[src/sv/ptd_pkg.sv]
`default_nettype none
package ptd_pkg;

  localparam int TICK_W          = 16;
  localparam int OP_W            = 3;
  localparam int SLOT_W          = 3;
  localparam int DEF_TASK_SLOTS  = 8;
  localparam int ADDR_SLOTS      = 1 << SLOT_W;

  localparam logic [OP_W-1:0] OP_TICK    = 3'd0;
  localparam logic [OP_W-1:0] OP_CREATE  = 3'd1;
  localparam logic [OP_W-1:0] OP_DELETE  = 3'd2;
  localparam logic [OP_W-1:0] OP_SUSPEND = 3'd3;
  localparam logic [OP_W-1:0] OP_RESUME  = 3'd4;

  localparam logic KIND_CREATE = 1'b0;
  localparam logic KIND_TICK   = 1'b1;

  localparam logic ST_OK    = 1'b0;
  localparam logic ST_TAKEN = 1'b1;

endpackage
`default_nettype wire

[src/sv/ptd_rem.sv]
`default_nettype none
module ptd_rem #(
  parameter int W = ptd_pkg::TICK_W
) (
  input  wire logic         clk,
  input  wire logic         rst,
  input  wire logic         start,
  input  wire logic [W-1:0] dividend,
  input  wire logic [W-1:0] divisor,
  output logic              done,
  output logic [W-1:0]      remainder
);

  localparam int CNT_W = $clog2(W + 1);

  logic [W:0]       rem_q;
  logic [W-1:0]     dvd;
  logic [W-1:0]     dvs;
  logic [CNT_W-1:0] cnt;
  logic             run;
  logic [W:0]       shifted;
  logic [W:0]       diff;

  assign shifted   = {rem_q[W-1:0], dvd[W-1]};
  assign diff      = shifted - {1'b0, dvs};
  assign remainder = rem_q[W-1:0];

  // restoring division, one quotient bit a cycle
  always_ff @(posedge clk) begin
    if (rst) begin
      run  <= 1'b0;
      done <= 1'b0;
    end else begin
      done <= 1'b0;
      if (start) begin
        run   <= 1'b1;
        cnt   <= CNT_W'(W);
        rem_q <= '0;
        dvd   <= dividend;
        dvs   <= divisor;
      end else if (run) begin
        rem_q <= diff[W] ? shifted : diff;
        dvd   <= {dvd[W-2:0], 1'b0};
        cnt   <= cnt - CNT_W'(1);
        if (cnt == CNT_W'(1)) begin
          run  <= 1'b0;
          done <= 1'b1;
        end
      end
    end
  end

endmodule
`default_nettype wire

[src/sv/periodic_task_dispatcher_unit.sv]
`default_nettype none
// Channel  Handshake           Payload
// in       in_valid/in_ready   operation, slot, period
// out      out_valid/out_ready kind, status, task_due, task_res, last
//
// Create, delete, suspend and resume are handled in the idle state. A tick
// scans each slot, reads the period of each present and resumed slot, and where
// that period is non-zero runs a bit-serial remainder of the tick count by it.
// Results then go out in slot order up to the last due one; the walk waits on
// each due slot until the out channel is free. Reset clears the counter and all
// flags; periods are undefined until created. A stalled out channel holds the
// result phase; no item is taken during a tick or while a result waits.
module periodic_task_dispatcher_unit #(
  parameter int TASK_SLOTS = ptd_pkg::DEF_TASK_SLOTS
) (
  input  wire logic                        clk,
  input  wire logic                        rst,
  input  wire logic                        in_valid,
  output logic                             in_ready,
  input  wire logic [ptd_pkg::OP_W-1:0]    operation,
  input  wire logic [ptd_pkg::SLOT_W-1:0]  slot,
  input  wire logic [ptd_pkg::TICK_W-1:0]  period,
  output logic                             out_valid,
  input  wire logic                        out_ready,
  output logic                             kind,
  output logic                             status,
  output logic                             task_due,
  output logic [ptd_pkg::SLOT_W-1:0]       task_res,
  output logic                             last
);

  localparam int TW     = ptd_pkg::TICK_W;
  localparam int SCAN   = (TASK_SLOTS < ptd_pkg::ADDR_SLOTS) ? TASK_SLOTS
                                                            : ptd_pkg::ADDR_SLOTS;
  localparam int ADDR_W = (TASK_SLOTS > 1) ? $clog2(TASK_SLOTS) : 1;
  localparam int IDX_W  = (SCAN > 1) ? $clog2(SCAN) : 1;

  typedef enum logic [4:0] {
    S_IDLE  = 5'b00001,
    S_SCAN  = 5'b00010,
    S_START = 5'b00100,
    S_DIV   = 5'b01000,
    S_EMIT  = 5'b10000
  } state_t;

  state_t            state;
  logic [TW-1:0]     tick_count;
  logic [TASK_SLOTS-1:0] present;
  logic [TASK_SLOTS-1:0] resumed;
  logic [IDX_W-1:0]  scan_idx;
  logic [SCAN-1:0]   due_vec;
  logic [SCAN-1:0]   due_rest;

  logic [TW-1:0]     mem [TASK_SLOTS];
  logic [TW-1:0]     rd_data;

  logic              in_fire;
  logic              out_free;
  logic              out_load;
  logic              in_table;
  logic [ADDR_W-1:0] slot_a;
  logic [ADDR_W-1:0] scan_a;
  logic              create_ok;
  logic              mem_we;
  logic              scan_end;
  logic              rem_start;
  logic              rem_done;
  logic [TW-1:0]     rem_val;

  assign in_ready  = (state == S_IDLE) && out_free;
  assign in_fire   = in_valid && in_ready;
  assign out_free  = !out_valid || out_ready;
  assign out_load  = (in_fire && (operation == ptd_pkg::OP_CREATE)) ||
                     ((state == S_EMIT) && out_free &&
                      ((due_vec == '0) || due_vec[scan_idx]));
  assign in_table  = 32'(slot) < TASK_SLOTS;
  assign slot_a    = ADDR_W'(slot);
  assign scan_a    = ADDR_W'(scan_idx);
  assign create_ok = in_table && !present[slot_a];
  assign mem_we    = in_fire && (operation == ptd_pkg::OP_CREATE) && create_ok;
  assign scan_end  = (32'(scan_idx) == SCAN - 1);
  assign rem_start = (state == S_START) && (rd_data != '0);

  always_comb begin
    due_rest           = due_vec;
    due_rest[scan_idx] = 1'b0;
  end

  always_ff @(posedge clk) begin
    if (mem_we) begin
      mem[slot_a] <= period;
    end
    rd_data <= mem[scan_a];
  end

  ptd_rem #(.W(TW)) u_rem (
    .clk       (clk),
    .rst       (rst),
    .start     (rem_start),
    .dividend  (tick_count),
    .divisor   (rd_data),
    .done      (rem_done),
    .remainder (rem_val)
  );

  always_ff @(posedge clk) begin
    if (rst) begin
      state      <= S_IDLE;
      tick_count <= '0;
      present    <= '0;
      resumed    <= '0;
      out_valid  <= 1'b0;
      scan_idx   <= '0;
      due_vec    <= '0;
    end else begin
      out_valid <= out_load || (out_valid && !out_ready);
      unique case (state)
        S_IDLE: begin
          if (in_fire) begin
            unique case (operation)
              ptd_pkg::OP_TICK: begin
                tick_count <= tick_count + TW'(1);
                scan_idx   <= '0;
                due_vec    <= '0;
                state      <= S_SCAN;
              end
              ptd_pkg::OP_CREATE: begin
                if (create_ok) begin
                  present[slot_a] <= 1'b1;
                  resumed[slot_a] <= 1'b1;
                end
                kind      <= ptd_pkg::KIND_CREATE;
                status    <= create_ok ? ptd_pkg::ST_OK : ptd_pkg::ST_TAKEN;
                task_due  <= 1'b0;
                task_res  <= slot;
                last      <= 1'b1;
              end
              ptd_pkg::OP_DELETE: begin
                if (in_table) present[slot_a] <= 1'b0;
              end
              ptd_pkg::OP_SUSPEND: begin
                if (in_table) resumed[slot_a] <= 1'b0;
              end
              ptd_pkg::OP_RESUME: begin
                if (in_table) resumed[slot_a] <= 1'b1;
              end
              default: begin
              end
            endcase
          end
        end
        S_SCAN: begin
          if (present[scan_a] && resumed[scan_a]) begin
            state <= S_START;
          end else if (scan_end) begin
            scan_idx <= '0;
            state    <= S_EMIT;
          end else begin
            scan_idx <= scan_idx + IDX_W'(1);
          end
        end
        S_START: begin
          if (rd_data != '0) begin
            state <= S_DIV;
          end else if (scan_end) begin
            scan_idx <= '0;
            state    <= S_EMIT;
          end else begin
            scan_idx <= scan_idx + IDX_W'(1);
            state    <= S_SCAN;
          end
        end
        S_DIV: begin
          if (rem_done) begin
            due_vec[scan_idx] <= (rem_val == '0);
            if (scan_end) begin
              scan_idx <= '0;
              state    <= S_EMIT;
            end else begin
              scan_idx <= scan_idx + IDX_W'(1);
              state    <= S_SCAN;
            end
          end
        end
        S_EMIT: begin
          if (due_vec == '0) begin
            // nothing due on this tick
            if (out_free) begin
              kind      <= ptd_pkg::KIND_TICK;
              status    <= ptd_pkg::ST_OK;
              task_due  <= 1'b0;
              task_res  <= '0;
              last      <= 1'b1;
              state     <= S_IDLE;
            end
          end else if (!due_vec[scan_idx]) begin
            scan_idx <= scan_idx + IDX_W'(1);
          end else if (out_free) begin
            kind      <= ptd_pkg::KIND_TICK;
            status    <= ptd_pkg::ST_OK;
            task_due  <= 1'b1;
            task_res  <= ptd_pkg::SLOT_W'(scan_idx);
            last      <= (due_rest == '0);
            due_vec   <= due_rest;
            if (due_rest == '0) begin
              state <= S_IDLE;
            end else begin
              scan_idx <= scan_idx + IDX_W'(1);
            end
          end
        end
        default: state <= S_IDLE;
      endcase
    end
  end

endmodule
`default_nettype wire

[config.mk]
export PLATFORM = sky130hd
export DESIGN_NAME = periodic_task_dispatcher_unit
export DESIGN_NICKNAME = d
export VERILOG_FILES = /design/src/sv/ptd_pkg.sv /design/src/sv/ptd_rem.sv /design/src/sv/periodic_task_dispatcher_unit.sv
export SDC_FILE = /design/constraint.sdc
export NUM_CORES = 1
export LEC_CHECK = 0
export BUFFER_PORTS_ARGS = -buffer_cell sky130_fd_sc_hd__buf_2
export CORE_MARGIN = 4
export CORE_UTILIZATION = 40
export DETAILED_ROUTE_END_ITERATION = 12
export PLACE_DENSITY = 0.59
export REMOVE_ABC_BUFFERS = 1
export SYNTH_ARGS = -nofsm -noshare
export SYNTH_HDL_FRONTEND = slang
export SYNTH_SLANG_ARGS = --single-unit
[constraint.sdc]
create_clock -name clk -period 2.9 [get_ports clk]
set_input_delay 0.145 -clock clk [delete_from_list [all_inputs] [get_ports clk]]
set_output_delay 0.145 -clock clk [all_outputs]
set_load 0.005 [all_outputs]
==> results of run 1 <==
==> synth_stat cells (3+ instances only) <==
cell       number  share of area (%)
edfxtp_1      188                 50
nand2_1        90                3.0
nor2_1         87                2.9
dfxtp_1        67                 12
a21oi_1        38                1.7
clkbuf_1       36                1.2
a22oi_1        35                2.3
o21ai_0        35                1.6
inv_1          32                1.1
nand3_1        26                1.2
and3_1         21                1.2
ha_1           21                2.3
o21a_1         21                1.4
mux2i_1        19                1.7
nor2b_1        18                1.0
nor3_1         14               0.62
a22o_1         13                1.0
nor4_1         12               0.67
xnor2_1        12               0.93
xor2_1         12               0.93
a221oi_1       11               0.86
nand2b_1       10               0.56
nand4_1        10               0.56
a311oi_1        9               0.70
buf_2           9               0.40
a211oi_1        8               0.53
and2_1          8               0.45
a31oi_1         5               0.28
buf_1           5               0.17
o211ai_1        5               0.33
a21o_1          4               0.27
mux2_2          4               0.40
or3_1           4               0.22
and3b_1         3               0.23
nor3b_1         3               0.20
nor4b_1         3               0.23
nor4b_2         3               0.40
o2111ai_1       3               0.23
==> cell usage in the layout (no fill, tap or decap), drive strengths merged, types with 13 or more instances in the layout <==
cell type and instances:
a21oi 39, a22o 13, a22oi 35, and3 21, buf 78, clkbuf 37
dfxtp 67, dlygate4sd3 17, edfxtp 188, ha 21, inv 33, mux2i 19
nand2 90, nand3 26, nor2 87, nor2b 18, nor3 14, o21a 21
o21ai 36
==> final cells by class <==
class	count	area [µm²]
clock buffers	37	785
clock inverters	15	179
fillers	2562	14600
inverters	33	124
multi-input cells	611	3950
flip-flops and latches	255	6990
well taps	378	473
repair buffers	95	671
==> per-stage QoR <==
stage / total power, mW / utilization (%) / hold WS (ns) / instances
after detailed placement: 4.47 / 43.3 / 0.415 / 1355
final: 8.05 / 47.4 / 0.0546 / 1424
after CTS: 8.14 / 47.3 / 0.0237 / 1424
after global placement: 4.47 / 43.3 / 0.412 / 1355
after floorplan: 4.28 / - / 0.214 / 899
after global routing: 8.34 / 47.4 / 0.0608 / 1424
==> registers in the layout, indices dropped and copies added (netlist names), 5 cells and up, named ones only <==
register and flops:
u_rem.dvs 16, mem 128, due_vec 8, rd_data 16, tick_count 16, u_rem.cnt 5, state 5, u_rem.dvd 16
u_rem.rem_q 16
==> layer usage <==
metal,part of all wire (%),vias to the layer above,GRT usage [%],routed length [µm]
met5,0,-,0,0
li1,-,3721,-,-
met2,48,120,27.3,12100
met1,45,3679,21.7,11200
met3,4.2,52,2.80,1050
met4,2.7,0,4.81,672
==> path summary, 6_finish.rpt <==
check	startpoint	end	cells after the start
setup reg to reg	u_rem.dvs[0]$_DFFE_PP_	u_rem.rem_q[15]$_SDFFCE_PN0P_	9
setup / recovery	u_rem.dvs[0]$_DFFE_PP_	u_rem.rem_q[15]$_SDFFCE_PN0P_	9
hold reg to reg	rd_data[1]$_DFF_P_	u_rem.dvs[1]$_DFFE_PP_	0
hold / removal	out_ready	out_valid$_SDFF_PP0_	3
==> power groups by stage <==
stage / logic [mW] / registers (mW) / clock network (mW)
2_1_floorplan: 0.239 / 4.04 / 0
3_3_place_gp: 0.421 / 4.05 / 0
3_5_place_dp: 0.425 / 4.05 / 0
4_1_cts: 0.443 / 3.97 / 3.73
5_1_grt: 0.493 / 3.97 / 3.88
6_report: 0.443 / 3.97 / 3.64
==> cells by family after synthesis <==
group | share of synthesized area [%]
buffers and inverters | 2.97
multiplexers | 2.49
AO/OA/AOI/OAI | 13.2
adder cells (fa/ha/maj) | 2.52
flip-flops | 62.2
AND/OR/NAND/NOR | 14.7
XOR/XNOR | 1.87
==> worst register-to-register path: stages, from the launching register on <==
cell and delay (ns):
edfxtp_1 0.36, ha_1 0.23, fa_1 0.42, nor2b_2 0.19, o31ai_2 0.10, a21o_1 0.21, o21ai_1 0.21, nand3_2 0.20
buf_4 0.22, a311o_1 0.34
==> what timing repair did <==
item | CTS | global route
endpoints found under the hold margin | 132 | 0
hold buffers | 17 | 0
endpoints found under the setup margin | 0 | 16
gates resized for setup | 0 | 5
==> out/results.ini, run 1 <==
[pwr]
p_per_area_mw_per_mm2 = 612
vdd_drop_max_v = 0.000519
clockPowerShare_pct = 45.2
internal_power_mw = 6.29
sw_frac_of_total_pct = 21.9
p_leak_nw = 4.73
p_switching_mw = 1.76
power.share.sequential_pct = 49.3
p_comb_share_pct = 5.5

[setup_path]
cp_slowest_cell = fa_1
critPathCaptureType = register
rrSetupSlack_ns = 0.17
crit_type = reg -> reg
cp_top_family = compound AO/OA/AOI/OAI gates
required_ns = 3.19
cp_num_buf_inv = 1
path_cells = ha_1 -> fa_1 -> nor2b_2 -> o31ai_2 -> a21o_1 -> o21ai_1 -> nand3_2 -> buf_4 -> a311o_1
worst_setup_path_start_kind = register
path_max_fanout = 7
arrival_ns = 3.02
max_stage_delay_ns = 0.42

[sta]
clock-skew-final_ns = 0.0141
max_freq_ghz = 0.366
period_needed_ns = 2.73
fin_setup_tns_ns = 0
fin_crit_sh_pct = 94.1
slew_headroom_pct = 25.8
setup_ws_ns = 0.170
worst_pin_slew_ns = 1.11
maxSlewViolCount = 0
rsz0062_at_grt = no
finalSetupViolCount = 0
finalHoldViolations = 0

[place]
dp_worst_setup_slack_ns = 0.0534
place_area_mm2 = 0.0120
portBuffers = 34
routabilityCongestion = 0.831
hpwlAfterDp_mm = 16.0

[drt]
vias_per_cell = 5.32
drc_errors = 0
drtPass1Iterations = 5
ant_nets = 0
wire_per_inst_um = 17.5
drt_wl_total_mm = 24.9
drt_iter0_drc = 378
vias = 7572

[yosys]
postSynthAreaPerCell_um2 = 11.8
ys_ff_latch = 255
syn_area_mm2 = 0.0112
yosysSeqAreaShare_pct = 62.2
ys.flop_type = edfxtp_1
ys.warnings.count = 0
postSynthCellCount = 950
synth_edf_count = 188
yosysUniqueCellTypes = 71
async_flop_share_pct = 0

[grt]
grt_overflow_total = 0
grt_max_degree = 52
grt_pass1_vias = 7445
antenna_found_initial = 0
grt_usage_pct = 16.2
grt_pass1_wl_mm = 40.5

[clock_network]
numCtsBuffers = 28
cts.sinks = 255
clockBufferDepth = 3
cts-root-buf = clkbuf_16
htreeDepth = 1
clkSlewWorstSetupHoldPaths_ns = 0.07
cts_tree = built
clk_latency_ns = 0.55
cts_setup_buffers = 0

[hold_path]
hold_class = in -> reg

[final_layout]
post-route-cell-area_mm2 = 0.0132
nets = 1072
drive_gt1_share_pct = 14.3
syn_to_final_growth_pct = 17.1
n_antenna_cell = 0

[floorplanning]
fp-row-count = 61
initial_core_util_pct = 40.5
die_h_um = 176
io_pins = 35
core-area_mm2 = 0.0278
die_w_um = 176
dieArea_mm2 = 0.0308

[status]
status = finished, final reports clean

[run]
maxCapViolations = 0

No activity file was read; power rests on OpenSTA's default activity.
==> run 2: changes to the inputs <==
--- a/config.mk
+++ b/config.mk
@@ -10,6 +10,7 @@
 export CORE_UTILIZATION = 40
 export DETAILED_ROUTE_END_ITERATION = 12
 export PLACE_DENSITY = 0.59
+export RECOVER_POWER = 100
 export REMOVE_ABC_BUFFERS = 1
 export SYNTH_ARGS = -nofsm -noshare
 export SYNTH_HDL_FRONTEND = slang
==> constraint.sdc (replaced) <==
create_clock -name clk -period 2.9 [get_ports clk]
set_input_delay 0.29 -clock clk [delete_from_list [all_inputs] [get_ports clk]]
set_output_delay 0.29 -clock clk [all_outputs]
set_load 0.005 [all_outputs]
==> out/results.ini, run 2 (synthesized netlist as in run 1, its figures left out) <==
[sta]
period_needed_ns = 2.77  ; +0.0426 ns
finalHoldViolations = 0  ; unchanged
maxSlewViolCount = 0  ; unchanged
finalSetupViolCount = 0  ; unchanged
slew_headroom_pct = 22.4  ; -3.4 points
fin_crit_sh_pct = 95.6  ; +1.5 points
holdWs_ns = 0.103  ; +0.0488 ns
max_freq_ghz = 0.361  ; -1.5%
clock-skew-final_ns = 0.0112  ; -0.00290 ns
worst_pin_slew_ns = 1.16  ; +0.0526 ns
rsz0062_at_grt = no

[clock_network]
cts-root-buf = clkbuf_16
htreeDepth = 1  ; unchanged
clk_latency_ns = 0.54  ; about the same
clkSlewWorstSetupHoldPaths_ns = 0.06  ; about the same
numCtsBuffers = 29  ; +3.6%
cts.sinks = 255  ; unchanged
clockBufferDepth = 3  ; unchanged
cts_tree = built
cts_setup_buffers = 0  ; unchanged

[place]
portBuffers = 34  ; unchanged
routabilityCongestion = 0.833  ; +0.24%
hpwlAfterDp_mm = 15.8  ; -0.86%

[setup_path]
required_ns = 3.18  ; about the same
crit_type = reg -> reg
rrSetupSlack_ns = 0.13  ; -0.04 ns
path_max_fanout = 7  ; unchanged
path_cells = ha_1 -> fa_1 -> nor2b_2 -> o31ai_1 -> a21o_1 -> o21ai_1 -> nand3_2 -> clkbuf_2 -> a311o_1
arrival_ns = 3.05  ; +0.03 ns
max_stage_delay_ns = 0.43  ; about the same
r2r_cells = 9  ; unchanged
cp_slowest_cell = fa_1
worstReg2RegStart = u_rem.dvs[0]$_DFFE_PP_
worst_setup_path_start_kind = register
regToRegEndpoint = u_rem.rem_q[15]$_SDFFCE_PN0P_
critPathCaptureType = register

[final_layout]
top_register = mem
syn_to_final_growth_pct = 14.7
drive_gt1_share_pct = 10.9  ; -3.5 points
nets = 1058  ; -1.3%
mostFrequentLayoutCell = edfxtp_1
final_util_pct = 46.4  ; -0.99 points
n_antenna_cell = 0  ; unchanged
fillCellCount = 2595  ; +1.3%
final_cell_mix = 188 x edfxtp_1, 90 x nand2_1, 86 x nor2_1
largest_reg_flops = 128  ; unchanged

[floorplanning]
initial_core_util_pct = 40.5  ; unchanged
die_h_um = 176  ; unchanged
io_pins = 35  ; unchanged
core-area_mm2 = 0.0278  ; unchanged
die_w_um = 176  ; unchanged
dieArea_mm2 = 0.0308  ; unchanged
fp-row-count = 61  ; unchanged

[hold_path]
hold_class = in -> reg
holdPathStages = 2  ; -1
min-delay-start = rst
min_to = tick_count[15]$_SDFFE_PP0P_

[drt]
drc_errors = 0  ; unchanged
vias = 7571  ; -0.013%
drtPass1Iterations = 7  ; +2
vias_per_cell = 5.37  ; +1.1%
drt_wl_total_mm = 24.8  ; -0.61%
wire_per_inst_um = 17.6  ; +0.44%
ant_nets = 0  ; unchanged
drt_iter0_drc = 483  ; +28%

[grt]
grt_max_degree = 52  ; unchanged
grt_usage_pct = 15.9  ; -0.36 points
grt_overflow_total = 0  ; unchanged
use_met2_pct = 27.0  ; -0.24 points
top_usage_layer = met2
antenna_found_initial = 0  ; unchanged
grtUsageMet3_pct = 2.26  ; -0.54 points
grt_pass1_wl_mm = 39.9  ; -1.5%
grt_use_met1_pct = 21.4  ; -0.24 points
grt_pass1_vias = 7404  ; -0.55%

[pwr]
p_leak_nw = 4.55  ; -3.7%
p_per_area_mw_per_mm2 = 613  ; +0.28%
vdd_drop_max_v = 0.000508  ; -2.0%

[run]
maxCapViolations = 0  ; unchanged

[status]
status = finished, final reports clean

==> run 2: area by class of cell <==
type / count / area (µm²) / share of cell area [%]
multi-input combinational: 611 / 3920 / 30.4
inverter: 33 / 124 / 0.961
sequential: 255 / 6990 / 54.2
timing repair buffer: 80 / 468 / 3.63
tap: 378 / 473 / 3.67
clock inverter: 12 / 121 / 0.942
clock buffer: 40 / 797 / 6.18
==> run 2: how the worst max path moves through the flow <==
stage                     cells after the start  slack, ns                       endpoint                   start
final                                         9       0.13  u_rem.rem_q[15]$_SDFFCE_PN0P_  u_rem.dvs[0]$_DFFE_PP_
after floorplan                               4      -0.62     u_rem.cnt[0]$_SDFFCE_PN0P_   state[0]$_SDFFE_PP1P_
after CTS                                     9       0.04  u_rem.rem_q[15]$_SDFFCE_PN0P_  u_rem.dvs[0]$_DFFE_PP_
after global placement                        9       0.13  u_rem.rem_q[15]$_SDFFCE_PN0P_  u_rem.dvs[0]$_DFFE_PP_
after global routing                          9       0.01   u_rem.rem_q[7]$_SDFFCE_PN0P_  u_rem.dvs[0]$_DFFE_PP_
after detailed placement                      9       0.07  u_rem.rem_q[15]$_SDFFCE_PN0P_  u_rem.dvs[0]$_DFFE_PP_
==> run 2: power by group <==
| part | internal (mW) | switching, mW | total, mW | leakage (nW) |
|---|---|---|---|---|
| Sequential | 3.93 | 0.0393 | 3.97 | 2.23 |
| Clock | 2.10 | 1.41 | 3.51 | 0.459 |
| Combinational | 0.158 | 0.263 | 0.421 | 1.86 |
==> run 2: metal layers <==
metal  vias up  share of wire [%]
li1       3695                  -
met4         0                2.0
met5         -                  0
met2       156                 48
met1      3685                 46
met3        35                3.9
==> run 2: repair_timing <==
| action | CTS | global route |
|---|---|---|
| setup endpoints to repair | 0 | 16 |
| hold buffers | 2 | 0 |
| gates resized for setup | 0 | 4 |
| endpoints found under the hold margin | 16 | 0 |
==> run 2: stage by stage <==
step           instances  cell area (µm²)  setup WS [ns]  TNS [ns]  total power [mW]
2_1_floorplan        899            11000         -0.622    -23.56              4.28
6_report            1409            12900          0.128         0              7.90
4_1_cts             1409            13000         0.0375         0              8.01
3_3_place_gp        1355            12100          0.131         0              4.47
5_1_grt             1409            12900         0.0108         0              8.20
3_5_place_dp        1355            12100         0.0669         0              4.48
==> run 2: critical path, delay by kind of cell, from the launching register on <==
| kind | cells | cell delay, ns |
|---|---|---|
| adder cells (fa/ha/maj) | 2 | 0.67 |
| AND/OR/NAND/NOR | 2 | 0.37 |
| AO/OA/AOI/OAI | 4 | 0.89 |
| buffers and inverters | 1 | 0.21 |
| flip-flops | 1 | 0.37 |
